--- config.mk ---
export PLATFORM = sky130hd
export DESIGN_NAME = double_sha256_hasher
export DESIGN_NICKNAME = d
export VERILOG_FILES = /design/src/rtl/core/dsha_pkg.sv /design/src/rtl/core/dsha_dp.sv /design/src/rtl/core/dsha_ctrl.sv /design/src/rtl/core/double_sha256_hasher.sv
export SDC_FILE = /design/constraint.sdc
export NUM_CORES = 2
export LEC_CHECK = 0
export BUFFER_PORTS_ARGS = -buffer_cell sky130_fd_sc_hd__buf_2
export CORE_AREA = 2 2 443 445
export CTS_CLUSTER_SIZE = 10
export DETAILED_ROUTE_END_ITERATION = 10
export DIE_AREA = 0 0 445 447
export GPL_TIMING_DRIVEN = 1
export MAX_ROUTING_LAYER = met4
export PLACE_DENSITY = 0.65
export SYNTH_ARGS = -nofsm -noshare
export SYNTH_HDL_FRONTEND = slang
export SYNTH_SLANG_ARGS = --single-unit
export TNS_END_PERCENT = 10
--- constraint.sdc ---
create_clock -name clk -period 10.8 [get_ports clk]
set_input_delay 1.08 -clock clk [delete_from_list [all_inputs] [get_ports clk]]
set_output_delay 1.08 -clock clk [all_outputs]
set_load 0.005 [all_outputs]
--- src/rtl/core/dsha_pkg.sv ---
// Shared types, command and status structs, and constants of the double SHA-256 hasher.
// Used by dsha_ctrl, dsha_dp and double_sha256_hasher; depends on nothing else.
package dsha_pkg;

    localparam logic [1:0] MODE_DOUBLE = 2'd0;
    localparam logic [1:0] MODE_SINGLE = 2'd1;
    localparam logic [1:0] MODE_MID    = 2'd2;

    localparam logic [31:0] PAD_WORD   = 32'h8000_0000;
    localparam logic [31:0] LEN_256    = 32'h0000_0100;

    localparam logic [31:0] IV [8] = '{
        32'h6a09e667, 32'hbb67ae85, 32'h3c6ef372, 32'ha54ff53a,
        32'h510e527f, 32'h9b05688c, 32'h1f83d9ab, 32'h5be0cd19
    };

    localparam logic [31:0] ROUND_K [64] = '{
        32'h428a2f98, 32'h71374491, 32'hb5c0fbcf, 32'he9b5dba5,
        32'h3956c25b, 32'h59f111f1, 32'h923f82a4, 32'hab1c5ed5,
        32'hd807aa98, 32'h12835b01, 32'h243185be, 32'h550c7dc3,
        32'h72be5d74, 32'h80deb1fe, 32'h9bdc06a7, 32'hc19bf174,
        32'he49b69c1, 32'hefbe4786, 32'h0fc19dc6, 32'h240ca1cc,
        32'h2de92c6f, 32'h4a7484aa, 32'h5cb0a9dc, 32'h76f988da,
        32'h983e5152, 32'ha831c66d, 32'hb00327c8, 32'hbf597fc7,
        32'hc6e00bf3, 32'hd5a79147, 32'h06ca6351, 32'h14292967,
        32'h27b70a85, 32'h2e1b2138, 32'h4d2c6dfc, 32'h53380d13,
        32'h650a7354, 32'h766a0abb, 32'h81c2c92e, 32'h92722c85,
        32'ha2bfe8a1, 32'ha81a664b, 32'hc24b8b70, 32'hc76c51a3,
        32'hd192e819, 32'hd6990624, 32'hf40e3585, 32'h106aa070,
        32'h19a4c116, 32'h1e376c08, 32'h2748774c, 32'h34b0bcb5,
        32'h391c0cb3, 32'h4ed8aa4a, 32'h5b9cca4f, 32'h682e6ff3,
        32'h748f82ee, 32'h78a5636f, 32'h84c87814, 32'h8cc70208,
        32'h90befffa, 32'ha4506ceb, 32'hbef9a3f7, 32'hc67178f2
    };

    typedef enum logic [3:0] {
        S_IDLE,
        S_PAD,
        S_ZFILL,
        S_CINIT,
        S_ROUND,
        S_CFIN,
        S_SECOND,
        S_EMIT
    } state_t;

    typedef enum logic [2:0] {
        JOB_BLOCK,
        JOB_PAD,
        JOB_LAST,
        JOB_SECOND,
        JOB_MID
    } job_t;

    typedef enum logic [2:0] {
        WS_INPUT,
        WS_KEEP,
        WS_KEEP_PAD,
        WS_ZERO,
        WS_PAD80,
        WS_LEN_HI,
        WS_LEN_LO
    } wsel_t;

    typedef struct packed {
        logic       add_bytes;
        logic       win_write;
        wsel_t      wsel;
        logic       load_second;
        logic       comp_init;
        logic       comp_round;
        logic       comp_finish;
        logic       base_iv;
        logic       write_chain;
        logic       end_run;
        logic [2:0] emit_idx;
    } cmd_t;

    typedef struct packed {
        logic wib_is14;
        logic wib_is15;
        logic wib_full;
        logic round_last;
        logic vfull;
    } status_t;

endpackage

--- src/rtl/core/dsha_dp.sv ---
// Datapath of the double SHA-256 hasher: block window, chaining state, round logic, results.
// Depends on dsha_pkg; driven by the command struct from dsha_ctrl.
module dsha_dp (
    input  logic              clk,
    input  logic              rst_n,
    input  dsha_pkg::cmd_t    cmd,
    input  logic [31:0]       message_word,
    input  logic [2:0]        valid_bytes,
    input  logic              final_word,
    output dsha_pkg::status_t status,
    output logic [31:0]       digest_word
);

    logic [31:0] win_reg [16];
    logic [31:0] chain_reg [8];
    logic [31:0] var_reg [8];
    logic [31:0] out_reg [8];
    logic [4:0]  wib_reg;
    logic [5:0]  round_reg;
    logic [31:0] bytes_reg;

    logic [2:0]  v_eff;
    logic [31:0] keep_mask;
    logic [31:0] pad_bits;
    logic [31:0] wdata;
    logic [32:0] bytes_sum;
    logic [31:0] base [8];
    logic [31:0] var_next [8];
    logic [31:0] w_new;
    logic [31:0] big0, big1, chs, maj, s0, s1, t1;

    function automatic logic [31:0] ror(input logic [31:0] x, input int s);
        return (x >> s) | (x << (32 - s));
    endfunction

    // Valid byte count: the whole word unless this is the final word.
    always_comb
    begin
        if (!final_word || valid_bytes >= 3'd4)
            v_eff = 3'd4;
        else
            v_eff = valid_bytes;
        case (v_eff)
            3'd0:    begin keep_mask = 32'h0000_0000; pad_bits = 32'h8000_0000; end
            3'd1:    begin keep_mask = 32'hff00_0000; pad_bits = 32'h0080_0000; end
            3'd2:    begin keep_mask = 32'hffff_0000; pad_bits = 32'h0000_8000; end
            3'd3:    begin keep_mask = 32'hffff_ff00; pad_bits = 32'h0000_0080; end
            default: begin keep_mask = 32'hffff_ffff; pad_bits = 32'h0000_0000; end
        endcase
    end

    always_comb
    begin
        case (cmd.wsel)
            dsha_pkg::WS_INPUT:    wdata = message_word;
            dsha_pkg::WS_KEEP:     wdata = message_word & keep_mask;
            dsha_pkg::WS_KEEP_PAD: wdata = (message_word & keep_mask) | pad_bits;
            dsha_pkg::WS_PAD80:    wdata = dsha_pkg::PAD_WORD;
            dsha_pkg::WS_LEN_HI:   wdata = {29'd0, bytes_reg[31:29]};
            dsha_pkg::WS_LEN_LO:   wdata = {bytes_reg[28:0], 3'd0};
            default:               wdata = 32'd0;
        endcase
    end

    assign bytes_sum = {1'b0, bytes_reg} + {30'd0, v_eff};

    always_comb
    begin
        for (int i = 0; i < 8; i++)
            base[i] = cmd.base_iv ? dsha_pkg::IV[i] : chain_reg[i];
    end

    // One compression round and one step of the rolling message schedule.
    always_comb
    begin
        big1 = ror(var_reg[4], 6) ^ ror(var_reg[4], 11) ^ ror(var_reg[4], 25);
        chs  = (var_reg[4] & var_reg[5]) ^ (~var_reg[4] & var_reg[6]);
        t1   = var_reg[7] + big1 + chs + dsha_pkg::ROUND_K[round_reg] + win_reg[0];
        big0 = ror(var_reg[0], 2) ^ ror(var_reg[0], 13) ^ ror(var_reg[0], 22);
        maj  = (var_reg[0] & var_reg[1]) ^ (var_reg[0] & var_reg[2])
             ^ (var_reg[1] & var_reg[2]);
        var_next[0] = t1 + big0 + maj;
        var_next[1] = var_reg[0];
        var_next[2] = var_reg[1];
        var_next[3] = var_reg[2];
        var_next[4] = var_reg[3] + t1;
        var_next[5] = var_reg[4];
        var_next[6] = var_reg[5];
        var_next[7] = var_reg[6];
        s0 = ror(win_reg[1], 7) ^ ror(win_reg[1], 18) ^ (win_reg[1] >> 3);
        s1 = ror(win_reg[14], 17) ^ ror(win_reg[14], 19) ^ (win_reg[14] >> 10);
        w_new = win_reg[0] + s0 + win_reg[9] + s1;
    end

    always_ff @(posedge clk)
    begin
        if (cmd.load_second)
        begin
            for (int i = 0; i < 8; i++)
                win_reg[i] <= chain_reg[i];
            win_reg[8] <= dsha_pkg::PAD_WORD;
            for (int i = 9; i < 15; i++)
                win_reg[i] <= 32'd0;
            win_reg[15] <= dsha_pkg::LEN_256;
        end
        else if (cmd.comp_round)
        begin
            for (int i = 0; i < 15; i++)
                win_reg[i] <= win_reg[i + 1];
            win_reg[15] <= w_new;
        end
        else if (cmd.win_write)
        begin
            win_reg[wib_reg[3:0]] <= wdata;
        end
    end

    always_ff @(posedge clk)
    begin
        if (cmd.comp_init)
        begin
            for (int i = 0; i < 8; i++)
                var_reg[i] <= base[i];
        end
        else if (cmd.comp_round)
        begin
            for (int i = 0; i < 8; i++)
                var_reg[i] <= var_next[i];
        end
        if (cmd.comp_finish)
        begin
            for (int i = 0; i < 8; i++)
                out_reg[i] <= base[i] + var_reg[i];
        end
    end

    always_ff @(posedge clk or negedge rst_n)
    begin
        if (!rst_n)
        begin
            for (int i = 0; i < 8; i++)
                chain_reg[i] <= dsha_pkg::IV[i];
            wib_reg   <= 5'd0;
            round_reg <= 6'd0;
            bytes_reg <= 32'd0;
        end
        else
        begin
            if (cmd.end_run)
            begin
                for (int i = 0; i < 8; i++)
                    chain_reg[i] <= dsha_pkg::IV[i];
            end
            else if (cmd.comp_finish && cmd.write_chain)
            begin
                for (int i = 0; i < 8; i++)
                    chain_reg[i] <= chain_reg[i] + var_reg[i];
            end

            if (cmd.end_run || cmd.comp_init)
                wib_reg <= 5'd0;
            else if (cmd.win_write)
                wib_reg <= wib_reg + 5'd1;

            if (cmd.comp_init)
                round_reg <= 6'd0;
            else if (cmd.comp_round)
                round_reg <= round_reg + 6'd1;

            if (cmd.end_run)
                bytes_reg <= 32'd0;
            else if (cmd.add_bytes)
                bytes_reg <= bytes_sum[32] ? 32'hffff_ffff : bytes_sum[31:0];
        end
    end

    assign status.wib_is14   = (wib_reg == 5'd14);
    assign status.wib_is15   = (wib_reg == 5'd15);
    assign status.wib_full   = (wib_reg == 5'd16);
    assign status.round_last = (round_reg == 6'd63);
    assign status.vfull      = (v_eff == 3'd4);
    assign digest_word       = out_reg[cmd.emit_idx];

endmodule

--- src/rtl/core/dsha_ctrl.sv ---
// Controller of the double SHA-256 hasher: mode register, sequencing of padding,
// compressions and result delivery. Depends on dsha_pkg.
module dsha_ctrl (
    input  logic              clk,
    input  logic              rst_n,
    input  logic              cfg_we,
    input  logic [1:0]        cfg_wdata,
    input  logic              in_valid,
    output logic              in_ready,
    input  logic              final_word,
    output logic              out_valid,
    input  logic              out_ready,
    output logic [2:0]        word_index,
    output logic              last_result,
    input  dsha_pkg::status_t status,
    output dsha_pkg::cmd_t    cmd
);

    dsha_pkg::state_t state_reg, state_next;
    dsha_pkg::job_t   job_reg, job_next;
    logic [1:0] mode_reg;
    logic       fin_reg, fin_next;
    logic       pend_reg, pend_next;
    logic       lenph_reg, lenph_next;
    logic [2:0] cnt_reg, cnt_next;
    logic       accept;
    logic       is_mid, is_single;

    assign accept    = in_valid && in_ready;
    assign is_mid    = (mode_reg == dsha_pkg::MODE_MID);
    assign is_single = (mode_reg == dsha_pkg::MODE_SINGLE);

    always_ff @(posedge clk or negedge rst_n)
    begin
        if (!rst_n)
        begin
            state_reg <= dsha_pkg::S_IDLE;
            job_reg   <= dsha_pkg::JOB_BLOCK;
            mode_reg  <= dsha_pkg::MODE_DOUBLE;
            fin_reg   <= 1'b0;
            pend_reg  <= 1'b0;
            lenph_reg <= 1'b0;
            cnt_reg   <= 3'd0;
        end
        else
        begin
            state_reg <= state_next;
            job_reg   <= job_next;
            fin_reg   <= fin_next;
            pend_reg  <= pend_next;
            lenph_reg <= lenph_next;
            cnt_reg   <= cnt_next;
            if (cfg_we)
                mode_reg <= cfg_wdata;
        end
    end

    // Next state.
    always_comb
    begin
        state_next = state_reg;
        job_next   = job_reg;
        fin_next   = fin_reg;
        pend_next  = pend_reg;
        lenph_next = lenph_reg;
        cnt_next   = cnt_reg;
        case (state_reg)
            dsha_pkg::S_IDLE:
            begin
                if (accept)
                begin
                    fin_next = final_word;
                    if (is_mid)
                    begin
                        job_next = dsha_pkg::JOB_MID;
                        if (final_word || status.wib_is15)
                            state_next = status.wib_is15 ? dsha_pkg::S_CINIT
                                                         : dsha_pkg::S_ZFILL;
                    end
                    else if (!final_word)
                    begin
                        job_next = dsha_pkg::JOB_BLOCK;
                        if (status.wib_is15)
                            state_next = dsha_pkg::S_CINIT;
                    end
                    else
                    begin
                        job_next   = dsha_pkg::JOB_PAD;
                        pend_next  = status.vfull;
                        lenph_next = 1'b0;
                        state_next = status.wib_is15 ? dsha_pkg::S_CINIT : dsha_pkg::S_PAD;
                    end
                end
            end
            dsha_pkg::S_PAD:
            begin
                if (pend_reg)
                    pend_next = 1'b0;
                else if (!lenph_reg && status.wib_is14)
                    lenph_next = 1'b1;
                if (status.wib_is15)
                begin
                    state_next = dsha_pkg::S_CINIT;
                    job_next   = (lenph_reg && !pend_reg) ? dsha_pkg::JOB_LAST
                                                          : dsha_pkg::JOB_PAD;
                end
            end
            dsha_pkg::S_ZFILL:
            begin
                if (status.wib_full)
                    state_next = dsha_pkg::S_CINIT;
            end
            dsha_pkg::S_CINIT:
                state_next = dsha_pkg::S_ROUND;
            dsha_pkg::S_ROUND:
            begin
                if (status.round_last)
                    state_next = dsha_pkg::S_CFIN;
            end
            dsha_pkg::S_CFIN:
            begin
                cnt_next = 3'd0;
                case (job_reg)
                    dsha_pkg::JOB_BLOCK:  state_next = dsha_pkg::S_IDLE;
                    dsha_pkg::JOB_PAD:    state_next = dsha_pkg::S_PAD;
                    dsha_pkg::JOB_LAST:
                        state_next = is_single ? dsha_pkg::S_EMIT : dsha_pkg::S_SECOND;
                    default:              state_next = dsha_pkg::S_EMIT;
                endcase
            end
            dsha_pkg::S_SECOND:
            begin
                job_next   = dsha_pkg::JOB_SECOND;
                state_next = dsha_pkg::S_CINIT;
            end
            dsha_pkg::S_EMIT:
            begin
                if (out_ready)
                begin
                    cnt_next = cnt_reg + 3'd1;
                    if (cnt_reg == 3'd7)
                        state_next = dsha_pkg::S_IDLE;
                end
            end
            default:
                state_next = dsha_pkg::S_IDLE;
        endcase
    end

    // Outputs and datapath commands.
    always_comb
    begin
        cmd             = '0;
        cmd.wsel        = dsha_pkg::WS_ZERO;
        cmd.emit_idx    = cnt_reg;
        cmd.base_iv     = (job_reg == dsha_pkg::JOB_MID) || (job_reg == dsha_pkg::JOB_SECOND);
        cmd.write_chain = !cmd.base_iv;
        in_ready        = 1'b0;
        out_valid       = 1'b0;
        case (state_reg)
            dsha_pkg::S_IDLE:
            begin
                in_ready      = 1'b1;
                cmd.add_bytes = accept;
                cmd.win_write = accept;
                if (is_mid)
                    cmd.wsel = final_word ? dsha_pkg::WS_KEEP : dsha_pkg::WS_INPUT;
                else if (final_word && !status.vfull)
                    cmd.wsel = dsha_pkg::WS_KEEP_PAD;
                else
                    cmd.wsel = dsha_pkg::WS_INPUT;
            end
            dsha_pkg::S_PAD:
            begin
                cmd.win_write = 1'b1;
                if (pend_reg)
                    cmd.wsel = dsha_pkg::WS_PAD80;
                else if (lenph_reg)
                    cmd.wsel = dsha_pkg::WS_LEN_LO;
                else if (status.wib_is14)
                    cmd.wsel = dsha_pkg::WS_LEN_HI;
                else
                    cmd.wsel = dsha_pkg::WS_ZERO;
            end
            dsha_pkg::S_ZFILL:
                cmd.win_write = !status.wib_full;
            dsha_pkg::S_CINIT:
                cmd.comp_init = 1'b1;
            dsha_pkg::S_ROUND:
                cmd.comp_round = 1'b1;
            dsha_pkg::S_CFIN:
            begin
                cmd.comp_finish = 1'b1;
                cmd.end_run     = (job_reg == dsha_pkg::JOB_SECOND)
                               || (job_reg == dsha_pkg::JOB_LAST && is_single)
                               || (job_reg == dsha_pkg::JOB_MID && fin_reg);
            end
            dsha_pkg::S_SECOND:
                cmd.load_second = 1'b1;
            dsha_pkg::S_EMIT:
                out_valid = 1'b1;
            default:
                cmd.wsel = dsha_pkg::WS_ZERO;
        endcase
    end

    assign word_index  = cnt_reg;
    assign last_result = (cnt_reg == 3'd7);

endmodule

--- src/rtl/core/double_sha256_hasher.sv ---
// Top level of the double SHA-256 hasher.
// Instantiates dsha_ctrl and dsha_dp; depends on dsha_pkg.

// The block takes a message as big-endian 32-bit items, one per accepted handshake,
// and returns eight state words as eight result items, word_index 0 to 7, with
// last_result high on the eighth. Each time a 64-byte block is complete, the one
// shared round unit runs a load, 64 rounds and a final add, and no word is taken
// until it is done. Outside midstate mode, on the final word the block writes one
// padding word per cycle, compresses the padded tail, and in double mode loads the
// digest as a new block and compresses once more; in midstate mode it fills the rest
// of the block with zeros and compresses it. The eight words are then delivered, each
// held until out_ready. One message item is worked on at a time: in_ready is high
// only while the block waits for a word. The mode register (0 double, 1 single,
// 2 midstate, 3 acts as double) is written through cfg_we and cfg_wdata and must be
// changed only while the block is idle.
module double_sha256_hasher (
    input  logic        clk,
    input  logic        rst_n,
    input  logic        cfg_we,
    input  logic [1:0]  cfg_wdata,
    input  logic        in_valid,
    output logic        in_ready,
    input  logic [31:0] message_word,
    input  logic [2:0]  valid_bytes,
    input  logic        final_word,
    output logic        out_valid,
    input  logic        out_ready,
    output logic [31:0] digest_word,
    output logic [2:0]  word_index,
    output logic        last_result
);

    dsha_pkg::cmd_t    cmd;
    dsha_pkg::status_t status;

    // Sequencing: accepts items, steps the padding and the compressions.
    dsha_ctrl u_ctrl (
        .clk         (clk),
        .rst_n       (rst_n),
        .cfg_we      (cfg_we),
        .cfg_wdata   (cfg_wdata),
        .in_valid    (in_valid),
        .in_ready    (in_ready),
        .final_word  (final_word),
        .out_valid   (out_valid),
        .out_ready   (out_ready),
        .word_index  (word_index),
        .last_result (last_result),
        .status      (status),
        .cmd         (cmd)
    );

    // Storage and arithmetic: window, chaining state, round unit and result words.
    dsha_dp u_dp (
        .clk          (clk),
        .rst_n        (rst_n),
        .cmd          (cmd),
        .message_word (message_word),
        .valid_bytes  (valid_bytes),
        .final_word   (final_word),
        .status       (status),
        .digest_word  (digest_word)
    );

endmodule
## Yosys cells after proc, flatten, opt, wreduce, memory -nomap -nowiden

Memories as Yosys holds them, arrays and structs flattened.
Cells that the tools add are included.

| word-level totals | value |
|---|---|
| memory bits (writable) | 1024 |
| memories | 4 |
| output and inout bits | 38 |
| bits in read-only memories | 2048 |
| logic and storage cells | 295 |
| bits in registers | 314 |

| operators by class | value |
|---|---|
| add/subtract/negate cells | 30 |
| bitwise logic cells | 54 |
| eq/ne operators | 38 |
| order comparisons | 2 |
| mux-type cells | 112 |
| reductions and logical operators | 37 |

Memory list:

| name | depth | bits a word | rd ports | clocked after Yosys merged registers in | wr ports | line | source |
|---|---|---|---|---|---|---|---|
| (name not given) | 64 | 32 | 1 | 0 | 0 | dsha_dp.sv:78 | `t1 = var_reg[7] + big1 + chs + dsha_pkg::ROUND_K[round_reg] + win_reg[0];` |
| u_dp.win_reg | 16 | 32 | 16 | 0 | 16 | dsha_dp.sv:14 | `logic [31:0] win_reg [16];` |
| u_dp.out_reg | 8 | 32 | 1 | 0 | 8 | dsha_dp.sv:17 | `logic [31:0] out_reg [8];` |
| u_dp.var_reg | 8 | 32 | 8 | 0 | 8 | dsha_dp.sv:16 | `logic [31:0] var_reg [8];` |

Operator list:

| cell | number |
|---|---|
| two-way mux 32 bit | 38 |
| adder 32 bit | 26 |
| two-way mux 256 bit | 2 |
| bitwise XOR 32 bit | 9 |
| case mux 32 bit (4 select lines) | 2 |
| AND 32 bit | 6 |
| case mux 32 bit (6 select lines) | 1 |
| two-way mux 4 bit | 10 |
| two-way mux 1 bit | 35 |
| adder 32 x 3 -> 33 bit | 1 |
| inverter 32 bit | 1 |
| bitwise OR 10 x 32 -> 32 bit | 1 |
| bitwise OR 13 x 32 -> 32 bit | 1 |
| bitwise OR 14 x 32 -> 32 bit | 1 |
| bitwise OR 15 x 32 -> 32 bit | 1 |
| bitwise OR 19 x 32 -> 32 bit | 1 |
| bitwise OR 21 x 32 -> 32 bit | 1 |
| bitwise OR 25 x 32 -> 32 bit | 1 |
| bitwise OR 26 x 32 -> 32 bit | 1 |
| bitwise OR 30 x 32 -> 32 bit | 1 |
| bitwise OR 32 bit | 1 |
| bitwise OR 7 x 32 -> 32 bit | 1 |
| case mux 4 bit (8 select lines) | 1 |
| OR reduction 32 bit | 1 |
| other kinds (43) | 129 |

## Logic depth before layout (Yosys ltp)

| depth | value |
|---|---|
| depth in word-level cells | 12 |
| mapped depth | 42 |
| gate-level depth less buffers | 40 |

## By module

Synthesis repeated with hierarchy kept, for this count alone.

| unflattened totals | value |
|---|---|
| cells, all modules | 10075 |
| area, all modules | 98355.6 sq um |

Modules (own cells, without submodules):

| module | cells each | instances | area an instance (sq um) |
|---|---|---|---|
| dsha_dp | 9949 | 1 | 97250.8 |
| dsha_ctrl | 126 | 1 | 1104.8 |

## Worst setup path before layout

Ideal clock, no wire load.

| path | value |
|---|---|
| path kind | register to register |
| start point | reg u_dp.round_reg[2] |
| end point | mem u_dp.var_reg[0][28], data pin |
| data required time | 10.540 ns |
| slack | 2.339 ns |
| data arrival time | 8.201 ns |
| period minus slack after synthesis | 8.461 ns |
| library setup time | 0.260 ns |
| cell stages (with the launch flop) | 39 |
| buffers on the path | 3 |
| path through | dfrtp_1 -> clkbuf_1 -> clkinv_1 -> clkbuf_1 -> clkbuf_1 -> ha_1 -> nor2b_1 -> nor2_1 -> a32oi_1 -> a21oi_1 -> fa_1 -> inv_1 -> fa_1 -> inv_1 -> fa_1 -> inv_1 -> ha_1 -> a21o_1 -> [... 3 more ...] -> o31ai_1 -> a41o_1 -> a41o_1 -> o41ai_2 -> o21bai_1 -> a21oi_1 -> xnor2_1 -> inv_1 -> fa_1 -> inv_1 -> ha_1 -> or2_2 -> a21oi_1 -> a21oi_1 -> a21o_1 -> a211oi_1 -> nor3_1 -> mux2_2 |

RTL lines:

| element | line | source |
|---|---|---|
| from (decl) | dsha_dp.sv:19 | `logic [5:0] round_reg;` |
| from (signal assigned) | dsha_dp.sv:168 | `round_reg <= round_reg + 6'd1;` |
| to (decl) | dsha_dp.sv:16 |  |

==> impl_metrics.yaml <==
status:
  status: "complete, but fails checks"
  violations: "max-capacitance violations, max-slew violations"
sta:
  timing.hold.ws_ns: 0.1627
  hold_viol_final: 0
  relSlewSlack_pct: -2.056
  slew_viol_final: 1
  period_needed_ns: 10.22
  clock.fmax_mhz: 97.85
  rsz0062_at_grt: "no"
  tightest_slew_ns: 1.492
  tns_ns: 0
  fin_crit_sh_pct: 94.63
  setup_viol: 0
  finClkSkew_ns: 0.05082
yosys:
  yosysWarningCount: 0
  syn_avg_cell_area_um2: 9.671
  synth.ff_latch_count: 1338
  synth_top_area_share_pct: 31.80
  synth_ff_type: "edfxtp_1"
  yosys.area.top_type: "edfxtp_1"
  netlist_area_um2: 96700
  syn_inst: 9999
  ys_async_sr_fraction_pct: 23.47
  syn-num-nets: 10898
  synth_most_common_cell: "nand2_1"
  synth.top_cells.by_count: "nand2_1 (1086), edfxtp_1 (1024), nor2_1 (816), o21ai_0 (704), a21oi_1 (703)"
  yosys.cell_types.count: 106
  ys_seq_area_share_pct: 40.10
  synth_area_leaders: "edfxtp_1 (32%), ha_1 (8.4%), xnor2_1 (4.8%)"
  synth_edf_count: 1024
die:
  die_h_um: 447
  rows: 162
  core_area_um2: 194200
  die_w_um: 445
  pin_count: 81
  die_area_um2: 198900
  initial_core_util_pct: 49.80
layout:
  area_growth_pct: 9.138
  largest_reg_flops: 512
  final_nets: 10864
  drive_above_1_share_pct: 10.26
  postLayoutCoreUtil_pct: 54.35
critical_path:
  critPathKind: "flop to flop"
  endpoint_kind: "flop"
  start_kind: "flop"
  cp_slowest_cell: "fa_1"
  cp_num_buf_inv: 5
  max_stage_delay_ns: 0.56
  crit_fanout: 11
  crit_arrival_ns: 10.78
  crit_family: "adder cells"
  worstPathRequired_ns: 11.36
clocking:
  holdBufCountCts: 0
  numCtsBuffers: 166
  cts_buffer_depth: 3
  cts.sinks: 1338
  cts_setup_buffers: 0
  clkLatencyLatePin_ns: 0.87
  ctsResizeCount: 0
  cts_root_buf: "clkbuf_16"
  path_clk_slew_ns: 0.06
  htreeDepth: 4
  cts_tree: "done"
routing:
  wl_per_cell_um: 32.39
  drt_iter0_drc: 9816
  vias_per_cell: 6.483
  drc: 0
  antenna_left: 0
  num_vias: 82238
  routed_wirelength_um: 410800
  dr.pass1.iters: 8
place:
  numPortBuffers: 80
  gp_congestion: 1.037
  post-dp-hpwl_um: 314200
run:
  drv_cap: 1
hold_path:
  hp-class: "input port to async pin"
grt:
  grt-ovfl-total: 0
  grt_use_total_pct: 41.71
  grt_pass1_vias: 76087
  grt_pass1_wl_um: 574700
  antenna_found_initial: 28
  grt_max_degree: 131
[per-stage QoR]
step                instance area (µm²)  setup slack (ns)  std cells
floorplan                         96700             2.339       9999
global placement                 100300            0.7708      12339
detailed placement               100300            0.8465      12339
CTS                              105400            0.7820      12649
global route                     105500            0.1081      12681
finish                           105500            0.5798      12685
[cells by family (layout without fill, tap and decap cells)]
group | count (synthesis) | in the layout | share of synthesized area, %
compound gates | 2705 | 2705 | 17.45
buf+inv | 908 | 1016 | 3.539
flops | 1338 | 1338 | 40.10
xor+xnor | 811 | 811 | 7.345
other cells | 1 | 37 | 0.003878
mux | 326 | 326 | 4.530
simple gates | 3051 | 3051 | 14.35
fa+ha+maj | 859 | 859 | 12.69
[final cells by class]
class	count	area [µm²]
Clock buffer	268	4698
Tap cell	2542	3181
Timing Repair Buffer	280	2012
Inverter	426	1614
Antenna cell	36	90.09
Multi-Input combinational cell	7753	54690
Sequential cell	1338	38790
Fill cell	17331	88640
Clock inverter	42	464.2
[cells in the final DEF (no fill, tap or decap), types with 95 or more instances in the layout]
cell type / count
nand2_1: 1081
edfxtp_1: 1024
nor2_1: 815
o21ai_0: 704
a21oi_1: 701
ha_1: 652
xnor2_1: 535
inv_1: 421
a31oi_1: 328
nand3_1: 311
xor2_1: 276
a21o_1: 262
nand2b_1: 229
mux2_2: 223
fa_1: 204
buf_4: 192
dfrtp_1: 171
clkbuf_16: 167
and2_1: 143
nor3_1: 137
dfstp_2: 136
o21a_1: 95
[routing by layer]
| layer | vias up | wire [µm] | global-route usage [%] |
|---|---|---|---|
| li1 | 36143 | - | - |
| met5 | - | 0 | - |
| met1 | 40828 | 169800 | 56.35 |
| met2 | 4477 | 174200 | 59.15 |
| met3 | 790 | 42830 | 9.153 |
| met4 | 0 | 24020 | 20.54 |
[worst paths after layout]
check	to	start	slack [ns]	depth (start not counted)
min	u_dp.chain_reg[184]$_DFFE_PN0P_	rst_n	0.16	1
max reg2reg	u_dp.var_reg[0][31]$_DFFE_PP_	u_dp.round_reg[1]$_DFFE_PN0P_	0.58	36
max	u_dp.var_reg[0][31]$_DFFE_PP_	u_dp.round_reg[1]$_DFFE_PN0P_	0.58	36
min reg2reg	u_dp.win_reg[9][13]$_DFFE_PP_	u_dp.win_reg[10][13]$_DFFE_PP_	0.49	2
min in group clk	u_ctrl.mode_reg[0]$_DFFE_PN0P_	cfg_wdata[0]	0.48	2
max in group asynchronous	u_dp.chain_reg[18]$_DFFE_PN0P_	rst_n	8.63	3
[worst register-to-register path: cells and delay by family (launching register included)]
family	cells	cell delay (ns)
xor gates and xnor gates	3	0.56
buffers and inverters	5	0.54
AOI/OAI and AO/OA	12	3.21
and+or+nand+nor	8	1.72
DFF	1	0.37
adders and majority gates	8	3.54
Power is left out: the tool's default activity adds up to more than one toggle a clock period on the data nets, which glitch-free logic cannot reach.
